[src/sv/itf_pkg.sv]
// Package for the IMU complementary tilt filter: beat payload structs,
// fixed widths, arctangent table and saturation helper. No dependencies.
package itf_pkg;

	typedef struct packed {
		logic signed [15:0] accel_x;
		logic signed [15:0] accel_y;
		logic signed [15:0] accel_z;
		logic signed [15:0] rate_x;
		logic signed [15:0] rate_y;
		logic signed [15:0] rate_z;
		logic        [15:0] elapsed_ms;
	} in_t;

	typedef struct packed {
		logic signed [31:0] angle_x;
		logic signed [31:0] angle_y;
		logic signed [31:0] angle_z;
		logic signed [31:0] drift_x;
		logic signed [31:0] drift_y;
		logic signed [31:0] drift_z;
	} out_t;

	// register indexes
	localparam logic [2:0] REG_ACC_OFF_X = 3'd0;
	localparam logic [2:0] REG_ACC_OFF_Y = 3'd1;
	localparam logic [2:0] REG_ACC_OFF_Z = 3'd2;
	localparam logic [2:0] REG_RATE_OFF_X = 3'd3;
	localparam logic [2:0] REG_RATE_OFF_Y = 3'd4;
	localparam logic [2:0] REG_RATE_OFF_Z = 3'd5;
	localparam logic [2:0] REG_SENS = 3'd6;
	localparam logic [2:0] REG_BLEND = 3'd7;

	localparam logic [15:0] SENS_RESET = 16'd131;
	localparam logic [15:0] BLEND_RESET = 16'd62915;

	localparam int DIV_DW = 48;	// dividend width
	localparam int DIV_VW = 26;	// divisor width

	// atan(2^-i) in Q16.16 degrees
	function automatic logic [21:0] atan_q16(input logic [4:0] i);
		logic [21:0] v;
		unique case (i)
			5'd0: v = 22'd2949120;
			5'd1: v = 22'd1740967;
			5'd2: v = 22'd919879;
			5'd3: v = 22'd466945;
			5'd4: v = 22'd234379;
			5'd5: v = 22'd117304;
			5'd6: v = 22'd58666;
			5'd7: v = 22'd29335;
			5'd8: v = 22'd14668;
			5'd9: v = 22'd7334;
			5'd10: v = 22'd3667;
			5'd11: v = 22'd1833;
			5'd12: v = 22'd917;
			5'd13: v = 22'd458;
			5'd14: v = 22'd229;
			5'd15: v = 22'd115;
			5'd16: v = 22'd57;
			5'd17: v = 22'd29;
			5'd18: v = 22'd14;
			5'd19: v = 22'd7;
			5'd20: v = 22'd4;
			5'd21: v = 22'd2;
			5'd22: v = 22'd1;
			default: v = 22'd0;
		endcase
		return v;
	endfunction

	function automatic logic signed [31:0] sat32(input logic signed [43:0] v);
		logic signed [31:0] r;
		if (v > 44'sd2147483647)
			r = 32'sh7fffffff;
		else if (v < -44'sd2147483648)
			r = 32'sh80000000;
		else
			r = v[31:0];
		return r;
	endfunction

endpackage

[src/sv/itf_div.sv]
// Restoring serial divider, one quotient bit per cycle, unsigned.
// Uses itf_pkg for operand widths.
module itf_div (
	input  logic                          clk,
	input  logic                          arst_n,
	input  logic                          start,
	input  logic [itf_pkg::DIV_DW-1:0]    dividend,
	input  logic [itf_pkg::DIV_VW-1:0]    divisor,
	output logic [itf_pkg::DIV_DW-1:0]    quot,
	output logic                          done
);
	localparam int DW = itf_pkg::DIV_DW;
	localparam int VW = itf_pkg::DIV_VW;

	logic [VW-1:0] rem_q;
	logic [DW-1:0] quo_q;
	logic [5:0]    cnt_q;
	logic          busy_q;
	logic          done_q;
	logic [VW:0]   trial;
	logic          ge;

	assign trial = {rem_q, quo_q[DW-1]};
	assign ge    = trial >= {1'b0, divisor};

	always_ff @(posedge clk or negedge arst_n) begin
		if (!arst_n) begin
			busy_q <= 1'b0;
			done_q <= 1'b0;
			cnt_q  <= '0;
		end else begin
			done_q <= 1'b0;
			if (start) begin
				busy_q <= 1'b1;
				cnt_q  <= '0;
			end else if (busy_q) begin
				cnt_q <= cnt_q + 6'd1;
				if (cnt_q == 6'(DW - 1)) begin
					busy_q <= 1'b0;
					done_q <= 1'b1;
				end
			end
		end
	end

	always_ff @(posedge clk) begin
		if (start) begin
			rem_q <= '0;
			quo_q <= dividend;
		end else if (busy_q) begin
			rem_q <= ge ? VW'(trial - {1'b0, divisor}) : trial[VW-1:0];
			quo_q <= {quo_q[DW-2:0], ge};
		end
	end

	assign quot = quo_q;
	assign done = done_q;
endmodule

[src/sv/imu_complementary_tilt_filter_unit.sv]
// IMU complementary tilt filter: offsets, gyro integration, CORDIC tilt, blend.
// Depends on itf_pkg and itf_div.
//
// One sample beat is taken only while the block is idle and yields one result beat.
// An all-zero accel vector skips both CORDIC passes. Per tilt axis: two squares,
// a 25-step square root and the CORDIC iterations; per gyro axis a multiply,
// a 48-step serial divide and the blend multiply-accumulate steps,
// all through one shared 18x26 multiplier.
// A new sample may be taken while the previous result still waits on out_ready.
module imu_complementary_tilt_filter_unit #(
	parameter int CORDIC_STEPS = 16
) (
	input  logic            clk,
	input  logic            arst_n,
	input  logic            in_valid,
	output logic            in_ready,
	input  itf_pkg::in_t    in_data,
	output logic            out_valid,
	input  logic            out_ready,
	output itf_pkg::out_t   out_data,
	input  logic            cfg_we,
	input  logic [2:0]      cfg_index,
	input  logic [15:0]     cfg_wdata
);
	localparam int NST = (CORDIC_STEPS > 32) ? 32 : CORDIC_STEPS;
	localparam int CW  = (NST > 1) ? $clog2(NST) : 1;

	typedef enum logic [14:0] {
		S_IDLE   = 15'h0001,
		S_SQA    = 15'h0002,
		S_SQB    = 15'h0004,
		S_SQC    = 15'h0008,
		S_SQRT   = 15'h0010,
		S_CINIT  = 15'h0020,
		S_CORD   = 15'h0040,
		S_RMUL   = 15'h0080,
		S_DSTART = 15'h0100,
		S_DWAIT  = 15'h0200,
		S_BL1    = 15'h0400,
		S_BL2    = 15'h0800,
		S_BL3    = 15'h1000,
		S_BL4    = 15'h2000,
		S_DONE   = 15'h4000
	} state_t;

	state_t state_q;

	logic signed [15:0] acc_off_q [3];
	logic signed [15:0] rate_off_q [3];
	logic [15:0]        sens_q;
	logic [15:0]        blend_q;

	logic signed [16:0] a_q [3];
	logic signed [16:0] r_q [3];
	logic [15:0]        ms_q;

	logic signed [31:0] filt_q [3];
	logic signed [31:0] drift_q [3];
	logic signed [23:0] tilt_q [2];

	logic               tsel_q;
	logic [1:0]         ax_q;

	logic [33:0]        sq_q;
	logic [49:0]        n_q, res_q, bit_q;
	logic [4:0]         sqrt_cnt_q;

	logic signed [27:0] x_q, y_q;
	logic signed [25:0] z_q;
	logic [CW-1:0]      ci_q;

	logic signed [43:0] prod_q;
	logic signed [43:0] lo_q;
	logic signed [39:0] inc_q;
	logic signed [40:0] g_q;

	itf_pkg::out_t      out_q;
	logic               out_valid_q;

	// shared multiplier
	logic signed [17:0] mul_a;
	logic signed [25:0] mul_b;
	logic signed [43:0] mul_p;

	logic signed [16:0] num_v, av_v, bv_v;
	logic [16:0]        mag_v;
	logic signed [23:0] acc_v;

	always_comb begin
		num_v = tsel_q ? a_q[0] : a_q[1];
		av_v  = tsel_q ? a_q[1] : a_q[0];
		bv_v  = a_q[2];
		mag_v = r_q[ax_q][16] ? 17'(-r_q[ax_q]) : 17'(r_q[ax_q]);
		acc_v = (ax_q == 2'd2) ? 24'sd0 : tilt_q[ax_q[0]];
	end

	always_comb begin
		mul_a = '0;
		mul_b = '0;
		unique case (state_q)
			S_SQA: begin
				mul_a = 18'(av_v);
				mul_b = 26'(av_v);
			end
			S_SQB: begin
				mul_a = 18'(bv_v);
				mul_b = 26'(bv_v);
			end
			S_RMUL: begin
				mul_a = $signed({1'b0, mag_v});
				mul_b = $signed({10'd0, ms_q});
			end
			S_BL1: begin
				mul_a = $signed({2'b00, blend_q});
				mul_b = $signed({10'd0, g_q[15:0]});
			end
			S_BL2: begin
				mul_a = $signed(18'd65536 - {2'b00, blend_q});
				mul_b = 26'(acc_v);
			end
			S_BL3: begin
				mul_a = $signed({2'b00, blend_q});
				mul_b = 26'($signed(g_q[40:16]));
			end
			default: begin
				mul_a = '0;
				mul_b = '0;
			end
		endcase
	end

	assign mul_p = mul_a * mul_b;

	// square root step
	logic [49:0] sq_cmp;
	assign sq_cmp = res_q + bit_q;

	// CORDIC step
	logic signed [27:0] dx, dy, x_n, y_n;
	logic signed [25:0] z_n, at_v;
	always_comb begin
		dx   = y_q >>> ci_q;
		dy   = x_q >>> ci_q;
		at_v = $signed({4'd0, itf_pkg::atan_q16(5'(ci_q))});
		if (y_q > 28'sd0) begin
			x_n = x_q + dx;
			y_n = y_q - dy;
			z_n = z_q + at_v;
		end else begin
			x_n = x_q - dx;
			y_n = y_q + dy;
			z_n = z_q - at_v;
		end
	end

	// divider: (|r| * ms << 16) / (1000 * sens)
	logic [15:0]                  sens_eff;
	logic [itf_pkg::DIV_VW-1:0]   den;
	logic [itf_pkg::DIV_DW-1:0]   quot;
	logic                         div_done;

	assign sens_eff = (sens_q == 16'd0) ? 16'd1 : sens_q;
	assign den = (26'(sens_eff) << 10) - (26'(sens_eff) << 4) - (26'(sens_eff) << 3);

	itf_div u_div (
		.clk      (clk),
		.arst_n   (arst_n),
		.start    (state_q == S_DSTART),
		.dividend ({prod_q[31:0], 16'd0}),
		.divisor  (den),
		.quot     (quot),
		.done     (div_done)
	);

	logic signed [39:0] inc_v;
	assign inc_v = r_q[ax_q][16] ? -$signed({1'b0, quot[38:0]}) : $signed({1'b0, quot[38:0]});

	logic signed [43:0] blend_res;
	logic signed [43:0] drift_sum;
	assign blend_res = prod_q + (lo_q >>> 16);
	assign drift_sum = 44'(drift_q[ax_q]) + 44'(inc_q);

	assign in_ready = (state_q == S_IDLE);

	always_ff @(posedge clk or negedge arst_n) begin
		if (!arst_n) begin
			state_q     <= S_IDLE;
			out_valid_q <= 1'b0;
			tsel_q      <= 1'b0;
			ax_q        <= '0;
			sqrt_cnt_q  <= '0;
			ci_q        <= '0;
			sens_q      <= itf_pkg::SENS_RESET;
			blend_q     <= itf_pkg::BLEND_RESET;
			for (int k = 0; k < 3; k++) begin
				acc_off_q[k]  <= '0;
				rate_off_q[k] <= '0;
				filt_q[k]     <= '0;
				drift_q[k]    <= '0;
			end
		end else begin
			if (cfg_we) begin
				unique case (cfg_index)
					itf_pkg::REG_ACC_OFF_X:  acc_off_q[0] <= cfg_wdata;
					itf_pkg::REG_ACC_OFF_Y:  acc_off_q[1] <= cfg_wdata;
					itf_pkg::REG_ACC_OFF_Z:  acc_off_q[2] <= cfg_wdata;
					itf_pkg::REG_RATE_OFF_X: rate_off_q[0] <= cfg_wdata;
					itf_pkg::REG_RATE_OFF_Y: rate_off_q[1] <= cfg_wdata;
					itf_pkg::REG_RATE_OFF_Z: rate_off_q[2] <= cfg_wdata;
					itf_pkg::REG_SENS:       sens_q <= cfg_wdata;
					itf_pkg::REG_BLEND:      blend_q <= cfg_wdata;
					default: ;
				endcase
			end

			if (state_q == S_DONE && (!out_valid_q || out_ready))
				out_valid_q <= 1'b1;
			else if (out_valid_q && out_ready)
				out_valid_q <= 1'b0;

			unique case (state_q)
				S_IDLE: begin
					if (in_valid) begin
						tsel_q  <= 1'b0;
						state_q <= S_SQA;
					end
				end
				S_SQA:  state_q <= S_SQB;
				S_SQB:  state_q <= S_SQC;
				S_SQC: begin
					sqrt_cnt_q <= '0;
					state_q    <= S_SQRT;
				end
				S_SQRT: begin
					sqrt_cnt_q <= sqrt_cnt_q + 5'd1;
					if (sqrt_cnt_q == 5'd24)
						state_q <= S_CINIT;
				end
				S_CINIT: begin
					ci_q <= '0;
					if (res_q == 50'd0 && num_v == 17'sd0) begin
						// atan2(0, 0) taken as zero
						tilt_q[tsel_q] <= '0;
						if (tsel_q) begin
							ax_q    <= '0;
							state_q <= S_RMUL;
						end else begin
							tsel_q  <= 1'b1;
							state_q <= S_SQA;
						end
					end else begin
						state_q <= S_CORD;
					end
				end
				S_CORD: begin
					ci_q <= ci_q + CW'(1);
					if (ci_q == CW'(NST - 1)) begin
						tilt_q[tsel_q] <= z_n[23:0];
						if (tsel_q) begin
							ax_q    <= '0;
							state_q <= S_RMUL;
						end else begin
							tsel_q  <= 1'b1;
							state_q <= S_SQA;
						end
					end
				end
				S_RMUL:   state_q <= S_DSTART;
				S_DSTART: state_q <= S_DWAIT;
				S_DWAIT: begin
					if (div_done)
						state_q <= S_BL1;
				end
				S_BL1: state_q <= S_BL2;
				S_BL2: state_q <= S_BL3;
				S_BL3: state_q <= S_BL4;
				S_BL4: begin
					filt_q[ax_q]  <= itf_pkg::sat32(blend_res);
					drift_q[ax_q] <= itf_pkg::sat32(drift_sum);
					if (ax_q == 2'd2) begin
						state_q <= S_DONE;
					end else begin
						ax_q    <= ax_q + 2'd1;
						state_q <= S_RMUL;
					end
				end
				S_DONE: begin
					if (!out_valid_q || out_ready)
						state_q <= S_IDLE;
				end
				default: state_q <= S_IDLE;
			endcase
		end
	end

	// datapath registers
	always_ff @(posedge clk) begin
		prod_q <= mul_p;
		if (state_q == S_IDLE && in_valid) begin
			a_q[0] <= 17'(in_data.accel_x) - 17'(acc_off_q[0]);
			a_q[1] <= 17'(in_data.accel_y) - 17'(acc_off_q[1]);
			a_q[2] <= 17'(in_data.accel_z) - 17'(acc_off_q[2]);
			r_q[0] <= 17'(in_data.rate_x) - 17'(rate_off_q[0]);
			r_q[1] <= 17'(in_data.rate_y) - 17'(rate_off_q[1]);
			r_q[2] <= 17'(in_data.rate_z) - 17'(rate_off_q[2]);
			ms_q   <= in_data.elapsed_ms;
		end
		if (state_q == S_SQB)
			sq_q <= prod_q[33:0];
		if (state_q == S_SQC) begin
			n_q   <= {sq_q + prod_q[33:0], 16'd0};
			res_q <= '0;
			bit_q <= 50'd1 << 48;
		end
		if (state_q == S_SQRT) begin
			if (n_q >= sq_cmp) begin
				n_q   <= n_q - sq_cmp;
				res_q <= (res_q >> 1) + bit_q;
			end else begin
				res_q <= res_q >> 1;
			end
			bit_q <= bit_q >> 2;
		end
		if (state_q == S_CINIT) begin
			x_q <= $signed({2'b00, res_q[25:0]});
			y_q <= 28'($signed({num_v, 8'd0}));
			z_q <= '0;
		end
		if (state_q == S_CORD) begin
			x_q <= x_n;
			y_q <= y_n;
			z_q <= z_n;
		end
		if (state_q == S_DWAIT && div_done) begin
			inc_q <= inc_v;
			g_q   <= 41'(filt_q[ax_q]) + 41'(inc_v);
		end
		if (state_q == S_BL2)
			lo_q <= prod_q + 44'sd32768;
		if (state_q == S_BL3)
			lo_q <= lo_q + prod_q;
		if (state_q == S_DONE && (!out_valid_q || out_ready)) begin
			out_q.angle_x <= filt_q[0];
			out_q.angle_y <= filt_q[1];
			out_q.angle_z <= filt_q[2];
			out_q.drift_x <= drift_q[0];
			out_q.drift_y <= drift_q[1];
			out_q.drift_z <= drift_q[2];
		end
	end

	assign out_valid = out_valid_q;
	assign out_data  = out_q;
endmodule
[config.mk]
export PLATFORM = sky130hd
export DESIGN_NAME = imu_complementary_tilt_filter_unit
export DESIGN_NICKNAME = d
export VERILOG_FILES = /design/src/sv/itf_pkg.sv /design/src/sv/itf_div.sv /design/src/sv/imu_complementary_tilt_filter_unit.sv
export SDC_FILE = /design/constraint.sdc
export NUM_CORES = 2
export LEC_CHECK = 0
export ABC_AREA = 0
export BUFFER_PORTS_ARGS = -buffer_cell sky130_fd_sc_hd__buf_2
export CAP_MARGIN = 15
export CORE_MARGIN = 5
export CORE_UTILIZATION = 48
export CTS_BUF_LIST = sky130_fd_sc_hd__clkbuf_8
export DETAILED_ROUTE_END_ITERATION = 7
export PLACE_DENSITY_LB_ADDON = 0.1
export SLEW_MARGIN = 15
export SYNTH_ARGS = -nofsm -noshare
export SYNTH_HDL_FRONTEND = slang
export SYNTH_HIERARCHICAL = 1
export SYNTH_SLANG_ARGS = --single-unit
[constraint.sdc]
create_clock -name clk -period 25.5 [get_ports clk]
set_clock_uncertainty 0.05 [all_clocks]
set_input_delay 2.55 -clock clk [delete_from_list [all_inputs] [get_ports clk]]
set_output_delay 2.55 -clock clk [all_outputs]
set_load 0.005 [all_outputs]
==> run summary <==
outcome: finished, final reports clean
largest net degree at the start of global routing: 94
Die ar.: 0.203 mm²
vias in the first global route: 73469
clock-pin slew on the worst setup and hold paths: 0.06 ns
Post-Syn Instances: 9851
row count: 161
FF-to-FF End: prod_q[41]
core area: 0.193 mm²
post-synth top area share: 23.2%
Sink Count: 1196
# hold bufs at CTS: 0
# resized after CTS: 0
drt wl/cell: 22.3 µm
Yosys cell types: 108
arrival time at the worst endpoint: 12.24 ns
Final period util: 44.7%
first-pass GRT wire length: 442000 µm
Least-Margin Pin Slew: 1.21 ns
MaxCap Viol Count: 0
Leak: 45.5 nW
synthesized area per cell: 9.46 µm²
Fmax: 0.0878 GHz
vias per inst: 5.74
Async SR Flop Fraction: 29.8%
CP Capture Type: flip-flop
Final nets: 11427
cell count of the worst reg-to-reg path: 38
most instantiated library cell after synthesis: nand2_1
Critical-path top delay cell: buf_4
final hold violations: 0
slowest stage delay, CP: 0.74 ns
CTS max path bufs: 3
Max VDD drop: 124 µV
H-tree depth: 4
cell mode on critical path: inv_1
Synth top cells by count: 1084 x nand2_1, 951 x inv_1, 872 x nor2_1
HP Start: drift_q[88]
RSZ-0062 raised after global routing: no
port bufs: 329
CP Class: reg2reg
clock root buffer: clkbuf_8
DRT iter0 DRCs: 5819
hold endpoint: out_data[88]
synthesis-to-layout area growth: 9.86%
total wire length: 287000 µm
area leader, netlist: edfxtp_1
Period minus WS final: 11.39 ns
grt ovf: 0
DRT Pass-1 Iters: 6
Area contributors post-synth: edfxtp_1 23%, fa_1 10%, dfrtp_1 9.2%
TritonCTS buffer count: 215
CTS tree: built
IO Count: 330
Pins Over Slew Limit: 0
DP Worst Slack: 14.22 ns
initial antenna violation count: 13
Vias: 73975
post-CTS setup buffers: 0
PnR worst setup slack: 14.11 ns
Setup TNS: 0 ns
Die Height: 451 µm
#FFs+latches synth: 1196
Slew headroom: 19.2%
FF-to-FF Start: state_q[6]
Syn. warnings: 6
top_reg_cell synth: edfxtp_1
clock latency on the worst-skew pair: 1.01 ns
hold slack: 0.379 ns
Post-synth EDFFs: 719
Core Util, Final: 53.1%
share of post-route cells with drive strength above 1: 10.8%
post-route ant nets: 0
hold path cells: 0
worst path required time: 26.35 ns
GRT Total Usage: 27.9%
Final setup viols: 0
Worst Hold Class: reg2reg
crit start category: flip-flop
Pwr Total: 0.00761 W
gpl congestion: 0.971
dpl hpwl: 219000 µm
CP Max Fanout: 73
Die Span X: 451 µm
FF-to-FF setup slack: 14.11 ns
drt drc: 0
Initial Utilization: 48.3%
Seq/Total Area, Yosys: 35.4%
PwrDens: 74.4 mW/mm²
Mapped Area: 0.0932 mm²
how the worst max path moves through the flow:
stage                    start     endpoint  slack [ns]  depth (start not counted)
floorplan            out_ready  out_data[0]       13.57                          2
global placement    state_q[6]   prod_q[41]       14.35                         38
detailed placement  state_q[6]   prod_q[41]       14.22                         38
CTS                 state_q[6]   prod_q[41]       14.21                         38
global route        state_q[6]   prod_q[41]       13.60                         38
finish              state_q[6]   prod_q[41]       14.11                         38
power breakdown:
part           total [W]  switching, W  internal (W)  leakage, nW
Clock            0.00195      0.000897       0.00105         2.67
Sequential       0.00241      0.000137       0.00227         12.4
Combinational    0.00326       0.00201       0.00125         30.4
Total            0.00761       0.00304       0.00457         45.5
logic make-up (layout without fill, tap and decap cells):
group,Yosys count,count (layout),synth area share (%)
other,2,32,0.00806
AND/OR/NAND/NOR,2842,2842,13.7
multiplexers,366,366,4.73
buffers and inverters,1342,1822,5.58
adder cells (fa/ha/maj),1130,1130,19.0
AO/OA/AOI/OAI,2331,2331,15.6
XOR/XNOR,642,642,6.03
flip-flops,1196,1196,35.4
layer usage:
metal | vias up | wire length, µm | track usage, %
met5 | - | 0 | 0
met4 | 0 | 10700 | 9.69
met3 | 465 | 18400 | 4.21
met2 | 2378 | 130000 | 44.9
met1 | 36253 | 128000 | 38.6
li1 | 34879 | - | -
stage by stage:
stage                     area [µm²]  cells
after floorplan                93300   9876
final                         102000  12887
after global placement         97600  12469
after detailed placement       97600  12469
after CTS                     102000  12881
after global routing          102000  12884
sequential cells by signal (all words and copies together), names as in the netlist, 50 cells and up:
| signal | count |
|---|---|
| out_data | 192 |
| res_q | 50 |
| r_q | 51 |
| filt_q | 96 |
| a_q | 51 |
| n_q | 50 |
| drift_q | 96 |
critical path, delay by kind of cell, from the launching register on:
| kind | cells | cell delay [ns] |
|---|---|---|
| compound gates | 10 | 2.75 |
| fa+ha+maj | 7 | 2.49 |
| buf+inv | 10 | 2.03 |
| flops | 1 | 0.44 |
| simple gates | 11 | 3.50 |
area by class of cell:
| type | instances | area (µm²) |
|---|---|---|
| Antenna cell | 5 | 12.5 |
| Inverter | 956 | 3590 |
| Fill cell | 17622 | 90400 |
| Timing Repair Buffer | 454 | 2610 |
| Tap cell | 2526 | 3160 |
| Sequential cell | 1196 | 33000 |
| Clock inverter | 167 | 1320 |
| Clock buffer | 245 | 3370 |
| Multi-Input combinational cell | 7338 | 55300 |
placed cells by master, fill, tap and decap left out, types with 114 or more instances in the layout:
| master | synthesis | layout |
|---|---|---|
| a21oi_1 | 628 | 627 |
| buf_2 | 21 | 328 |
| fa_1 | 471 | 471 |
| dfxtp_1 | 121 | 121 |
| o21ai_0 | 699 | 696 |
| buf_4 | 8 | 124 |
| xnor2_1 | 378 | 378 |
| nor2_1 | 872 | 866 |
| mux2i_1 | 167 | 167 |
| dfrtp_1 | 342 | 335 |
| edfxtp_1 | 719 | 719 |
| mux2_2 | 155 | 155 |
| clkbuf_8 | 0 | 245 |
| nand2_1 | 1084 | 1079 |
| nand3_1 | 152 | 152 |
| xor2_1 | 264 | 264 |
| inv_1 | 951 | 1020 |
| a21o_1 | 224 | 224 |
| nand2b_1 | 114 | 114 |
| ha_1 | 659 | 659 |
Note: power is estimated with default switching activity, not from simulation.
